<file path="config.mk">
export PLATFORM = sky130hd
export DESIGN_NAME = csv_field_splitter
export DESIGN_NICKNAME = d
export VERILOG_FILES = /design/src/sv/csv_pkg.sv /design/src/sv/csv_cfg_regs.sv /design/src/sv/csv_parse_core.sv /design/src/sv/csv_out_buf.sv /design/src/sv/csv_field_splitter.sv
export SDC_FILE = /design/constraint.sdc
export NUM_CORES = 1
export LEC_CHECK = 0
export CAP_MARGIN = 10
export CORE_MARGIN = 1.5
export CORE_UTILIZATION = 43
export CTS_BUF_LIST = sky130_fd_sc_hd__clkbuf_16
export DETAILED_ROUTE_END_ITERATION = 10
export DONT_BUFFER_PORTS = 1
export GPL_TIMING_DRIVEN = 0
export PLACE_DENSITY = 0.62
export SYNTH_ARGS = -nofsm -noshare
export SYNTH_HDL_FRONTEND = slang
export SYNTH_SLANG_ARGS = --single-unit
</file>
<file path="constraint.sdc">
create_clock -name clk -period 3.1 [get_ports clk]
set_input_delay 0.62 -clock clk [delete_from_list [all_inputs] [get_ports clk]]
set_output_delay 0.62 -clock clk [all_outputs]
set_load 0.05 [all_outputs]
</file>
<file path="src/sv/csv_pkg.sv">
`default_nettype none
package csv_pkg;

    // Separator slots present in hardware and in the register map
    localparam int SEPARATOR_SLOTS = 4;
    localparam int REG_SLOTS       = 4;

    localparam logic [7:0] QUOTE_CHAR = 8'd34;

    // Register indexes (byte address is 4 * index)
    localparam logic [2:0] REG_SEP_A     = 3'd0;
    localparam logic [2:0] REG_SEP_B     = 3'd1;
    localparam logic [2:0] REG_SEP_C     = 3'd2;
    localparam logic [2:0] REG_SEP_D     = 3'd3;
    localparam logic [2:0] REG_SEP_COUNT = 3'd4;

    localparam logic [7:0] SEP_A_RESET     = 8'd44;
    localparam logic [7:0] SEP_OTHER_RESET = 8'd0;
    localparam logic [2:0] SEP_COUNT_RESET = 3'd1;

    typedef enum logic [2:0] {
        MODE_START  = 3'd0,
        MODE_PLAIN  = 3'd1,
        MODE_QUOTED = 3'd2,
        MODE_QSEEN  = 3'd3
    } parse_mode_t;

    typedef struct packed {
        logic [7:0] char_code;
        logic       line_last;
    } csv_in_t;

    typedef struct packed {
        logic [7:0] data_byte;
        logic       has_data;
        logic       field_end;
        logic       line_end;
    } csv_out_t;

    typedef struct packed {
        logic [REG_SLOTS-1:0][7:0] chars;
        logic [2:0]                count;
    } sep_cfg_t;

    // Up to two results for one item, in delivery order
    typedef struct packed {
        csv_out_t   first;
        csv_out_t   second;
        logic [1:0] count;
    } csv_dec_t;

endpackage
`default_nettype wire

</file>
<file path="src/sv/csv_cfg_regs.sv">
`default_nettype none
module csv_cfg_regs (
    input  wire logic              clk,
    input  wire logic              rst_n,
    input  wire logic              psel,
    input  wire logic              penable,
    input  wire logic              pwrite,
    input  wire logic [4:0]        paddr,
    input  wire logic [31:0]       pwdata,
    output logic [31:0]            prdata,
    output logic                   pready,
    output csv_pkg::sep_cfg_t      sep_cfg
);

    logic [csv_pkg::REG_SLOTS-1:0][7:0] sep_reg;
    logic [2:0]                         count_reg;
    logic [2:0]                         reg_index;
    logic                               wr_en;

    assign reg_index = paddr[4:2];
    assign wr_en     = psel && penable && pwrite;
    assign pready    = 1'b1;

    always_ff @(posedge clk or negedge rst_n)
    begin
        if (!rst_n)
        begin
            sep_reg[0] <= csv_pkg::SEP_A_RESET;
            sep_reg[1] <= csv_pkg::SEP_OTHER_RESET;
            sep_reg[2] <= csv_pkg::SEP_OTHER_RESET;
            sep_reg[3] <= csv_pkg::SEP_OTHER_RESET;
            count_reg  <= csv_pkg::SEP_COUNT_RESET;
        end
        else if (wr_en)
        begin
            case (reg_index)
                csv_pkg::REG_SEP_A:     sep_reg[0] <= pwdata[7:0];
                csv_pkg::REG_SEP_B:     sep_reg[1] <= pwdata[7:0];
                csv_pkg::REG_SEP_C:     sep_reg[2] <= pwdata[7:0];
                csv_pkg::REG_SEP_D:     sep_reg[3] <= pwdata[7:0];
                csv_pkg::REG_SEP_COUNT: count_reg  <= pwdata[2:0];
                default: ;
            endcase
        end
    end

    always_comb
    begin
        case (reg_index)
            csv_pkg::REG_SEP_A:     prdata = {24'd0, sep_reg[0]};
            csv_pkg::REG_SEP_B:     prdata = {24'd0, sep_reg[1]};
            csv_pkg::REG_SEP_C:     prdata = {24'd0, sep_reg[2]};
            csv_pkg::REG_SEP_D:     prdata = {24'd0, sep_reg[3]};
            csv_pkg::REG_SEP_COUNT: prdata = {29'd0, count_reg};
            default:                prdata = 32'd0;
        endcase
    end

    assign sep_cfg.chars = sep_reg;
    assign sep_cfg.count = count_reg;

endmodule
`default_nettype wire

</file>
<file path="src/sv/csv_parse_core.sv">
`default_nettype none
module csv_parse_core (
    input  wire logic              clk,
    input  wire logic              rst_n,
    input  wire logic              in_valid,
    output logic                   in_stall,
    input  wire csv_pkg::csv_in_t  in_item,
    input  wire csv_pkg::sep_cfg_t sep_cfg,
    input  wire logic              load_ok,
    output logic                   dec_valid,
    output csv_pkg::csv_dec_t      dec
);

    logic                  hold_valid_reg;
    csv_pkg::csv_in_t      hold_item_reg;
    csv_pkg::parse_mode_t  mode_reg;
    csv_pkg::parse_mode_t  mode_next;
    logic                  advance;
    logic                  is_sep;
    logic                  is_quote;
    logic [7:0]            c;
    logic                  last;
    csv_pkg::csv_out_t     sep_end;
    csv_pkg::csv_out_t     empty_last;
    csv_pkg::csv_out_t     data_out;

    assign advance   = hold_valid_reg && load_ok;
    assign in_stall  = hold_valid_reg && !load_ok;
    assign dec_valid = hold_valid_reg;

    always_ff @(posedge clk or negedge rst_n)
    begin
        if (!rst_n)
        begin
            hold_valid_reg <= 1'b0;
        end
        else if (!in_stall)
        begin
            hold_valid_reg <= in_valid;
        end
    end

    always_ff @(posedge clk)
    begin
        if (in_valid && !in_stall)
        begin
            hold_item_reg <= in_item;
        end
    end

    always_ff @(posedge clk or negedge rst_n)
    begin
        if (!rst_n)
        begin
            mode_reg <= csv_pkg::MODE_START;
        end
        else if (advance)
        begin
            mode_reg <= mode_next;
        end
    end

    assign c        = hold_item_reg.char_code;
    assign last     = hold_item_reg.line_last;
    assign is_quote = (c == csv_pkg::QUOTE_CHAR);

    // Match against the enabled slots only
    always_comb
    begin
        is_sep = 1'b0;
        for (int i = 0; i < csv_pkg::REG_SLOTS; i++)
        begin
            if ((i < csv_pkg::SEPARATOR_SLOTS) && (sep_cfg.count > 3'(i))
                && (sep_cfg.chars[i] == c))
            begin
                is_sep = 1'b1;
            end
        end
    end

    assign sep_end    = '{data_byte: 8'd0, has_data: 1'b0, field_end: 1'b1, line_end: 1'b0};
    assign empty_last = '{data_byte: 8'd0, has_data: 1'b0, field_end: 1'b1, line_end: 1'b1};
    assign data_out   = '{data_byte: c, has_data: 1'b1, field_end: last, line_end: last};

    always_comb
    begin
        dec.first  = data_out;
        dec.second = empty_last;
        dec.count  = 2'd1;
        mode_next  = csv_pkg::MODE_START;
        case (mode_reg)
            csv_pkg::MODE_PLAIN:
            begin
                if (is_sep)
                begin
                    dec.first = sep_end;
                    dec.count = last ? 2'd2 : 2'd1;
                end
                else
                begin
                    mode_next = last ? csv_pkg::MODE_START : csv_pkg::MODE_PLAIN;
                end
            end
            csv_pkg::MODE_QUOTED:
            begin
                if (is_quote)
                begin
                    // Closing quote on the last character ends the field with an empty result
                    dec.first = empty_last;
                    dec.count = last ? 2'd1 : 2'd0;
                    mode_next = last ? csv_pkg::MODE_START : csv_pkg::MODE_QSEEN;
                end
                else
                begin
                    mode_next = last ? csv_pkg::MODE_START : csv_pkg::MODE_QUOTED;
                end
            end
            csv_pkg::MODE_QSEEN:
            begin
                if (is_quote)
                begin
                    mode_next = last ? csv_pkg::MODE_START : csv_pkg::MODE_QUOTED;
                end
                else if (is_sep)
                begin
                    dec.first = sep_end;
                    dec.count = last ? 2'd2 : 2'd1;
                end
                else
                begin
                    mode_next = last ? csv_pkg::MODE_START : csv_pkg::MODE_PLAIN;
                end
            end
            default:
            begin
                if (is_quote)
                begin
                    dec.first = empty_last;
                    dec.count = last ? 2'd1 : 2'd0;
                    mode_next = last ? csv_pkg::MODE_START : csv_pkg::MODE_QUOTED;
                end
                else if (is_sep)
                begin
                    dec.first = sep_end;
                    dec.count = last ? 2'd2 : 2'd1;
                end
                else
                begin
                    mode_next = last ? csv_pkg::MODE_START : csv_pkg::MODE_PLAIN;
                end
            end
        endcase
    end

endmodule
`default_nettype wire

</file>
<file path="src/sv/csv_out_buf.sv">
`default_nettype none
module csv_out_buf (
    input  wire logic              clk,
    input  wire logic              rst_n,
    input  wire logic              dec_valid,
    input  wire csv_pkg::csv_dec_t dec,
    output logic                   load_ok,
    output logic                   out_valid,
    input  wire logic              out_stall,
    output csv_pkg::csv_out_t      out_item
);

    logic [1:0]        cnt_reg;
    logic [1:0]        cnt_next;
    csv_pkg::csv_out_t slot0_reg;
    csv_pkg::csv_out_t slot0_next;
    csv_pkg::csv_out_t slot1_reg;
    csv_pkg::csv_out_t slot1_next;
    logic              pop;
    logic              load;

    assign out_valid = (cnt_reg != 2'd0);
    assign out_item  = slot0_reg;
    assign pop       = out_valid && !out_stall;
    assign load_ok   = (cnt_reg == 2'd0) || ((cnt_reg == 2'd1) && pop);
    assign load      = dec_valid && load_ok;

    always_comb
    begin
        cnt_next   = cnt_reg;
        slot0_next = slot0_reg;
        slot1_next = slot1_reg;
        if (load)
        begin
            cnt_next   = dec.count;
            slot0_next = dec.first;
            slot1_next = dec.second;
        end
        else if (pop)
        begin
            cnt_next   = cnt_reg - 2'd1;
            slot0_next = slot1_reg;
        end
    end

    always_ff @(posedge clk or negedge rst_n)
    begin
        if (!rst_n)
        begin
            cnt_reg <= 2'd0;
        end
        else
        begin
            cnt_reg <= cnt_next;
        end
    end

    always_ff @(posedge clk)
    begin
        slot0_reg <= slot0_next;
        slot1_reg <= slot1_next;
    end

endmodule
`default_nettype wire

</file>
<file path="src/sv/csv_field_splitter.sv">
`default_nettype none
// CSV field splitter: takes one character of a line per item (line_last marks
// the final character) and delivers the unescaped characters of each field,
// with field_end on the last result of a field and line_end on the last result
// of a line. Up to four separator characters are set over the APB port
// (separator_count selects how many, from the first); a quote opening a field
// makes separators literal until the closing quote, and a doubled quote gives
// one quote. An item passes an input register and a result register; the block
// takes one item per cycle while out_stall is low and no second result waits.
// A separator on the last character yields two results; the two-entry result
// register holds both and the input side stalls until the second is delivered.
// An opening or closing quote that is not on the last character yields no result.
module csv_field_splitter (
    input  wire logic              clk,
    input  wire logic              rst_n,
    // input item channel
    input  wire logic              in_valid,
    output logic                   in_stall,
    input  wire csv_pkg::csv_in_t  in_item,
    // result item channel
    output logic                   out_valid,
    input  wire logic              out_stall,
    output csv_pkg::csv_out_t      out_item,
    // configuration port
    input  wire logic              psel,
    input  wire logic              penable,
    input  wire logic              pwrite,
    input  wire logic [4:0]        paddr,
    input  wire logic [31:0]       pwdata,
    output logic [31:0]            prdata,
    output logic                   pready
);

    csv_pkg::sep_cfg_t sep_cfg;
    csv_pkg::csv_dec_t dec;
    logic              dec_valid;
    logic              load_ok;

    // Separator registers
    csv_cfg_regs u_cfg (
        .clk     (clk),
        .rst_n   (rst_n),
        .psel    (psel),
        .penable (penable),
        .pwrite  (pwrite),
        .paddr   (paddr),
        .pwdata  (pwdata),
        .prdata  (prdata),
        .pready  (pready),
        .sep_cfg (sep_cfg)
    );

    // Input register, parse mode and per-character decode
    csv_parse_core u_core (
        .clk       (clk),
        .rst_n     (rst_n),
        .in_valid  (in_valid),
        .in_stall  (in_stall),
        .in_item   (in_item),
        .sep_cfg   (sep_cfg),
        .load_ok   (load_ok),
        .dec_valid (dec_valid),
        .dec       (dec)
    );

    // Two-entry result register; drains one item per accepted cycle
    csv_out_buf u_out (
        .clk       (clk),
        .rst_n     (rst_n),
        .dec_valid (dec_valid),
        .dec       (dec),
        .load_ok   (load_ok),
        .out_valid (out_valid),
        .out_stall (out_stall),
        .out_item  (out_item)
    );

endmodule
`default_nettype wire
</file>
Yosys cells after proc, flatten, opt, wreduce, memory -nomap -nowiden
Index checks and enable logic that the tools add are counted.

Flip-flop bits (word level): 61. Input port bits: 53. Output and inout bits: 46.

Add/sub/neg operators: 1. $lt $le $gt $ge: 4. Equal/unequal tests: 13. Mux-type cells: 28. Reductions and logical operators: 24.

Operators with widths (number): $mux W11 (6); $pmux W8 S5 (1); $pmux W11 S3 (1); $eq A8 B8 Y1 (4); $mux W2 (9); $eq A3 B2 Y1 const B (4); $logic_and A1 B1 Y1 (11); $reduce_and A2 Y1 (5); $mux W3 (3); $eq A8 B6 Y1 const B (1); $eq A3 B1 Y1 const B (2); $gt A3 B1 Y1 const B (2); $gt A3 B2 Y1 const B (2); $mux W1 (6); $pmux W2 S3 (1); $pmux W3 S2 (1); $reduce_bool A2 Y1 (2); $eq A3 B3 Y1 const B (1); $logic_not A1 Y1 (3); $logic_not A3 Y1 (1); $eq A2 B1 Y1 const B (1); $logic_not A2 Y1 (1); $sub A2 B1 Y2 const B (1); $logic_or A1 B1 Y1 (1).

Depth between registers and ports, before layout
Gate-level depths: netlist of run 1.

Word-level depth: 10. Mapped depth: 8. Gate-level depth less buffers: 7.

Modules after synthesis
A second synthesis of run 1 with hierarchy kept.

Cells, all modules: 340. Area total of the unflattened synthesis: 4286.6 um^2.

By module, submodules not included: csv_cfg_regs (times used 1, cells an instance 139, area each 1910.6 um^2, sequential area each 880.8 um^2); csv_parse_core (times used 1, cells an instance 150, area each 1366.3 um^2, sequential area each 345.3 um^2); csv_out_buf (times used 1, cells an instance 51, area each 1009.7 um^2, sequential area each 710.7 um^2).

Worst setup path before layout of run 1
Ideal clock, no wire load.

Path type: input to output. From: input paddr[2]. To: output prdata[0]. Data arrival time: 2229 ps. Required time: 2480 ps. Slack: 251 ps. Stages on the path: 5. Path through: clkbuf_1 > buf_2 > nor2b_1 > a22oi_1 > o22ai_1.

Longest elaborated chain between the ends: 2. Elaborated cells between the ends (all ways): 6. Those cells by class: eq/ne: 4; mux: 1; reduce/logical: 1.

RTL lines: start, declared (line csv_field_splitter.sv:28) `input wire logic [4:0] paddr,`; $eq A3 B3 Y1, or another cell as far along (line csv_cfg_regs.sv:49) `case (reg_index)`; $pmux W8 S5 * (line csv_cfg_regs.sv:49); end, declared (line csv_field_splitter.sv:30) `output logic [31:0] prdata,`.

Mark *: on every way between the ends. The rest lies on a longest branch, timed or not.

Final worst setup path of run 1
From: input paddr[3]. To: output prdata[5].

Same word-level chain as after synthesis.

==> results.py, run 1 <==
metrics = {
    "global_routing": {
        "leftover_overflow_at_the_end_of_global_routing": 0,
        "track_usage_pct": 18.46,
        "grt_max_degree": 37,
        "grt_first_pass_wirelength_um": 11940,
        "number_of_global_route_vias_before_repair": 2238,
        "initial_antenna_violation_count": 0,
    },
    "yosys": {
        "ys.flop_type": "dfrtp_1",
        "synth.avg_cell_area_um2": 11.67,
        "ys_async_sr_fraction_pct": 66.67,
        "number_of_enable_flip_flop_cells_after_synthesis": 20,
        "synth-seq-cells": 60,
        "post_synthesis_sequential_area_ratio_pct": 45.29,
        "syn-instance-count": 304,
        "syn-cell-area_um2": 3547,
        "distinct_cells_synth": 51,
        "synth.yosys.warnings": 0,
    },
    "worst_setup_path": {
        "critPathMaxFanout": 10,
        "critical_path.reg2reg.endpoint": "u_out.out_item[6]",
        "r2r_slack_ns": 0.76,
        "arrival_time_at_the_worst_endpoint_ns": 2.24,
        "cp-start-kind": "input pin",
        "path_class": "input pin to output port",
        "worst-endpoint-required_ns": 2.48,
        "crit_path_end_kind": "output port",
        "critical_path.endpoint": "prdata[5]",
        "critical_path.reg2reg.startpoint": "u_core.c[3]",
        "worst_reg_to_reg_path_cell_count": 6,
        "critical_path.startpoint": "paddr[3]",
    },
    "sta": {
        "finalSetupViolations": 0,
        "finClkSkew_ns": 0.007213,
        "max_slew.worst_pin.slew_ns": 1.222,
        "timing_max_transition_violations_final": 0,
        "finalCriticalPeriod_ns": 2.856,
        "timing_hold_violations_final": 0,
        "worst_hold_slack_ns": 0.1231,
        "post-route-period-util_pct": 92.12,
        "unrepaired_setup_endpoints_after_global_routing": "false",
        "max_freq_ghz": 0.3502,
        "timing.slew.headroom_pct": 18.30,
        "setup_tns_ns": 0,
    },
    "pwr": {
        "largest_vdd_supply_drop_uv": 484.1,
        "net_switching_power_figure_mw": 1.414,
        "powerDensity_nw_per_um2": 876.4,
        "p_comb_share_pct": 29.8,
        "clock_power_share_pct": 29.0,
        "share_of_total_power_in_sequential_cells_pct": 41.2,
        "totalPowerFinal_mw": 3.616,
        "power_switching_share_pct": 39.11,
        "leakage_nw": 1.773,
        "p_int_mw": 2.202,
    },
    "placement": {
        "numPortBuffers": 0,
        "gp_congestion": 0.8390,
        "dp_hpwl_um": 5312,
        "dp.cells": 429,
    },
    "cells_and_area": {
        "nets": 398,
        "layout-drive-gt1-share_pct": 33.43,
        "antenna_cells": 0,
        "postLayoutCoreUtil_pct": 52.58,
        "synthToLayoutAreaGrowth_pct": 16.33,
        "largest_register_ff_count": 32,
        "final_cells": 446,
    },
    "floorplanning": {
        "die_area_um2": 8803,
        "core_region_area_um2": 7848,
        "initial_core_util_pct": 45.20,
        "floorplan.die.width_um": 93.83,
        "floorplan.die.height_um": 93.83,
        "io-pin-count": 99,
        "placementRows": 32,
    },
    "cts": {
        "cts.path.max_buffers": 2,
        "numCtsBuffers": 9,
        "htree_levels": 3,
        "clock_latency_ns": 0.32,
        "cts.reportedPaths.clkPinSlew_ns": 0.06,
        "clkSinkCount": 60,
        "cts_root_buf": "clkbuf_16",
        "cts_tree": "done",
    },
    "drt": {
        "vias_per_cell": 5.269,
        "route.detailed.wl_per_inst_um": 16.94,
        "remaining_drc_errors": 0,
        "drt-pass1-iter-count": 4,
        "initialDrtViolationCount": 133,
        "ant_nets": 0,
        "route.final.wire_length_um": 7555,
        "vias": 2350,
    },
    "worst_hold_path": {
        "worst_hold_check_path_type": "input pin to async pin",
    },
    "job": {
        "drv_cap": 0,
    },
    "status": {
        "status": "complete, no violations",
    },
}
## kinds of logic (layout without fill, tap and decap cells)
family	Yosys count	count (layout)	synth area share, %
other	2	25	0.2117
muxes	44	44	15.52
buffers and inverters	53	70	8.783
AOI/OAI and AO/OA	44	44	9.101
xor gates and xnor gates	32	32	7.901
DFF	60	60	45.29
and+or+nand+nor	63	63	11.08
adders and majority gates	6	6	2.116
## what timing repair did
action | in CTS | in global routing
resized for setup | 2 | 5
hold buffers | 1 | 0
endpoints found under the hold margin | 36 | 0
endpoints found under the setup margin | 3 | 5
buffers inserted | 0 | 0
## worst min path at each step
stage | endpoint | slack (ns)
floorplan | u_cfg.count_reg[1] | 0.32
global placement | u_core.dec_valid | 0.33
detailed placement | u_out.cnt_reg[1] | 0.33
CTS | u_cfg.count_reg[0] | 0.13
global route | u_cfg.sep_cfg[5] | 0.13
finish | u_out.cnt_reg[0] | 0.12
## area by class of cell
class,count,area [µm²]
flip-flops and latches,60,1607
multi-input cells,214,1744
repair buffers,1,20.02
plain buffers,43,274.0
clock buffers,9,225.2
well taps,102,127.6
clock inverters,7,91.34
fillers,684,3721
inverters,10,37.54
## metrics by stage
step	worst slack (ns)	cell area, µm²
CTS	-0.02686	4110
global placement	-0.02288	3761
detailed placement	-0.02846	3761
finish	0.2443	4126
global route	0.1896	4126
floorplan	0.2511	3633
## power groups by stage
stage	clock network, mW	registers, mW	logic [mW]
6_report	1.05	1.49	1.08
5_1_grt	1.10	1.51	1.19
4_1_cts	1.07	1.49	1.08
3_5_place_dp	0	1.50	1.05
3_3_place_gp	0	1.50	1.04
2_1_floorplan	0	1.45	0.899
## critical path: stages
cell	delay [ns]
clkbuf_1	0.24
clkbuf_1	0.53
mux4_2	0.31
nor2b_2	0.52
## layout by cell type, fill, tap and decap left out, types with 4 or more instances in the layout
master / count
nor2_1: 9
nand2_1: 8
o21ai_0: 6
buf_2: 8
mux4_2: 5
buf_4: 25
nor2b_1: 4
inv_1: 10
ha_1: 6
a21oi_1: 10
xor2_1: 22
xnor2_1: 10
and2_1: 7
clkbuf_1: 8
nor3_1: 7
dfstp_2: 4
clkbuf_16: 9
conb_1: 25
nor2b_2: 4
a22oi_1: 6
dfrtp_1: 36
mux2_2: 38
edfxtp_1: 20
## cell usage after synthesis (4+ instances only)
master	instances	area, µm²
a21oi_1	10	50.05
mux4_2	5	112.6
nand2_1	8	30.03
xor2_1	22	192.7
inv_1	10	37.54
buf_2	8	40.04
clkbuf_1	8	30.03
o22ai_1	5	31.28
xnor2_1	10	87.58
mux2_2	38	427.9
nor2_1	9	33.78
nor3_1	7	35.03
and2_1	7	43.79
dfstp_2	4	105.1
a22oi_1	6	45.04
nor2b_1	8	50.05
dfrtp_1	36	900.9
o21ai_0	6	30.03
ha_1	6	75.07
edfxtp_1	20	600.6
buf_4	25	187.7
## per-layer routing
layer	share of wire [%]	vias to the layer above	global-route usage, %
met2	46	99	27.84
met5	0	-	0
li1	-	1105	-
met4	2.3	0	8.333
met3	6.8	16	3.883
met1	45	1130	25.45
(Power assumes the default switching activity.)
==> run 2: changes to the inputs <==
Settings changed: RECOVER_POWER set to 100.
==> run 2 against run 1 <==
Compared with the run above: first-iteration DRC count rose by 37%; combinational power barely moved; the flow now finishes with violations (capacitance limit, slew limit); clock power barely moved; final area fell by 1.4%; utilization fell by 0.73 points; hold slack improved by 0.012 ns; critical path depth did not move; largest power group unchanged; largest cell class unchanged.
==> results.py, run 2 (same netlist as run 1, synthesis figures left out) <==
metrics = {
    "status": {
        "status": "finished, violations left",
        "violations": "capacitance limit, slew limit",
    },
    "global_routing": {
        "groute.layer.met1.usage_pct": 25.45,
        "leftover_overflow_at_the_end_of_global_routing": 0,
        "track_usage_pct": 18.46,
        "grt_use_met2_pct": 27.84,
        "grt_max_degree": 37,
        "global_route.usage.met3_pct": 3.883,
        "grt_first_pass_wirelength_um": 11940,
        "number_of_global_route_vias_before_repair": 2238,
        "top_usage_layer": "met2",
        "initial_antenna_violation_count": 0,
    },
    "sta": {
        "setup_tns_ns": 0,
        "timing.slew.headroom_pct": -38.43,
        "post-route-period-util_pct": 92.20,
        "timing_hold_violations_final": 0,
        "worst_hold_slack_ns": 0.1351,
        "final_critical_path_setup_slack_ns": 0.2418,
        "max_freq_ghz": 0.3499,
        "finalCriticalPeriod_ns": 2.858,
        "timing_max_transition_violations_final": 37,
        "finalSetupViolations": 0,
        "unrepaired_setup_endpoints_after_global_routing": "false",
        "finClkSkew_ns": 0.007201,
        "max_slew.worst_pin.slew_ns": 2.076,
    },
    "drt": {
        "remaining_drc_errors": 0,
        "ant_nets": 0,
        "vias": 2330,
        "initialDrtViolationCount": 182,
        "route.detailed.wl_per_inst_um": 17.06,
        "vias_per_cell": 5.224,
        "drt-pass1-iter-count": 4,
        "route.final.wire_length_um": 7610,
    },
    "worst_setup_path": {
        "worst-endpoint-required_ns": 2.48,
        "critical_path.startpoint": "paddr[3]",
        "arrival_time_at_the_worst_endpoint_ns": 2.24,
        "critical_path.reg2reg.startpoint": "u_core.c[3]",
        "cp_slowest_cell": "clkbuf_1",
        "crit_path_end_kind": "output port",
        "critical_path.most_common_cell": "clkbuf_1",
        "critPathMaxFanout": 10,
        "worstPathCellList": "clkbuf_1, clkbuf_1, mux4_2, nor2b_2",
        "crit_family": "buffers and inverters",
        "delay_of_the_slowest_cell_on_the_worst_path_ns": 0.54,
        "path_buf_inv": 2,
        "path_class": "input pin to output port",
        "cp-start-kind": "input pin",
    },
    "cells_and_area": {
        "largest_register_ff_count": 32,
        "antenna_cells": 0,
        "synthToLayoutAreaGrowth_pct": 14.71,
        "nets": 398,
        "seq_area_um2": 1607,
        "final_cells": 446,
        "layout-drive-gt1-share_pct": 31.40,
        "total_area_of_multi_input_combinational_cells_um2": 1704,
        "layout_commonest_cell": "mux2_2",
        "stdcell_area_um2": 4069,
        "layout.cells.most_common_list": "mux2_2, dfrtp_1, buf_4, conb_1, xor2_1",
        "number_of_filler_instances_in_the_final_layout": 691,
    },
    "worst_hold_path": {
        "worst_hold_check_path_type": "input pin to async pin",
    },
    "cts": {
        "htree_levels": 3,
        "cts.reportedPaths.clkPinSlew_ns": 0.05,
        "cts_tree": "done",
        "cts_root_buf": "clkbuf_16",
        "clock_latency_ns": 0.33,
        "numCtsBuffers": 9,
        "cts.path.max_buffers": 2,
        "clkSinkCount": 60,
    },
    "floorplanning": {
        "floorplan.die.width_um": 93.83,
        "placementRows": 32,
        "io-pin-count": 99,
        "floorplan.die.height_um": 93.83,
        "die_area_um2": 8803,
        "initial_core_util_pct": 45.20,
        "core_region_area_um2": 7848,
    },
    "placement": {
        "dp_slack_ns": -0.02846,
        "dp_hpwl_um": 5312,
        "numPortBuffers": 0,
        "placed_area_um2": 3761,
        "gp_congestion": 0.8390,
        "dp.cells": 429,
    },
    "pwr": {
        "share_of_total_power_in_sequential_cells_pct": 41.5,
        "clock_power_share_pct": 29.2,
        "largest_vdd_supply_drop_uv": 479.6,
        "p_int_mw": 2.189,
        "leakage_nw": 1.729,
        "powerDensity_nw_per_um2": 882.8,
        "net_switching_power_figure_mw": 1.403,
        "p_comb_share_pct": 29.3,
        "power_switching_share_pct": 39.06,
    },
    "job": {
        "drv_cap": 1,
    },
}
-- run 2: power by group through the flow --
stage	Clock, mW	Combinational (mW)	Sequential (mW)
2_1_floorplan	0	0.899	1.45
5_1_grt	1.10	1.16	1.51
6_report	1.05	1.05	1.49
3_3_place_gp	0	1.04	1.50
4_1_cts	1.07	1.08	1.49
3_5_place_dp	0	1.05	1.50
-- run 2: final cells by class --
cell class | instances | area share [%]
Buffer | 43 | 6.704
Clock buffer | 9 | 5.535
Clock inverter | 7 | 2.245
Inverter | 10 | 0.9225
Multi-Input combinational cell | 214 | 41.88
Sequential cell | 60 | 39.48
Tap cell | 102 | 3.137
Timing Repair Buffer | 1 | 0.09225
-- run 2: repair_timing --
item                                    CTS  global route
endpoints found under the setup margin    3             5
setup buffers                             0             0
hold buffers                              1             0
endpoints found under the hold margin    36             0
resized for setup                         2             5
-- run 2: stage by stage --
| stage | total power, mW | util (%) |
|---|---|---|
| 2_1_floorplan | 2.345 | - |
| 3_3_place_gp | 2.535 | 47.93 |
| 3_5_place_dp | 2.552 | 47.93 |
| 4_1_cts | 3.631 | 52.38 |
| 5_1_grt | 3.764 | 51.85 |
| 6_report | 3.592 | 51.85 |
-- run 2: path summary, 6_finish.rpt --
check | depth (start not counted) | to | slack [ns]
min | 0 | u_cfg.count_reg[0] | 0.14
max | 4 | prdata[5] | 0.24
min reg2reg | 2 | u_out.cnt_reg[1] | 0.55
min in group clk | 0 | u_core.c[2] | 0.39
max in group asynchronous | 1 | u_cfg.sep_cfg[20] | 1.01
max reg2reg | 6 | u_out.out_item[6] | 0.35
-- run 2: per-layer routing --
layer / part of all wire, % / routed length (µm) / up-vias
met5: 0 / 0 / -
met4: 2.3 / 178 / 0
met3: 6.2 / 473 / 16
met2: 45 / 3400 / 98
met1: 47 / 3557 / 1115
li1: - / - / 1101
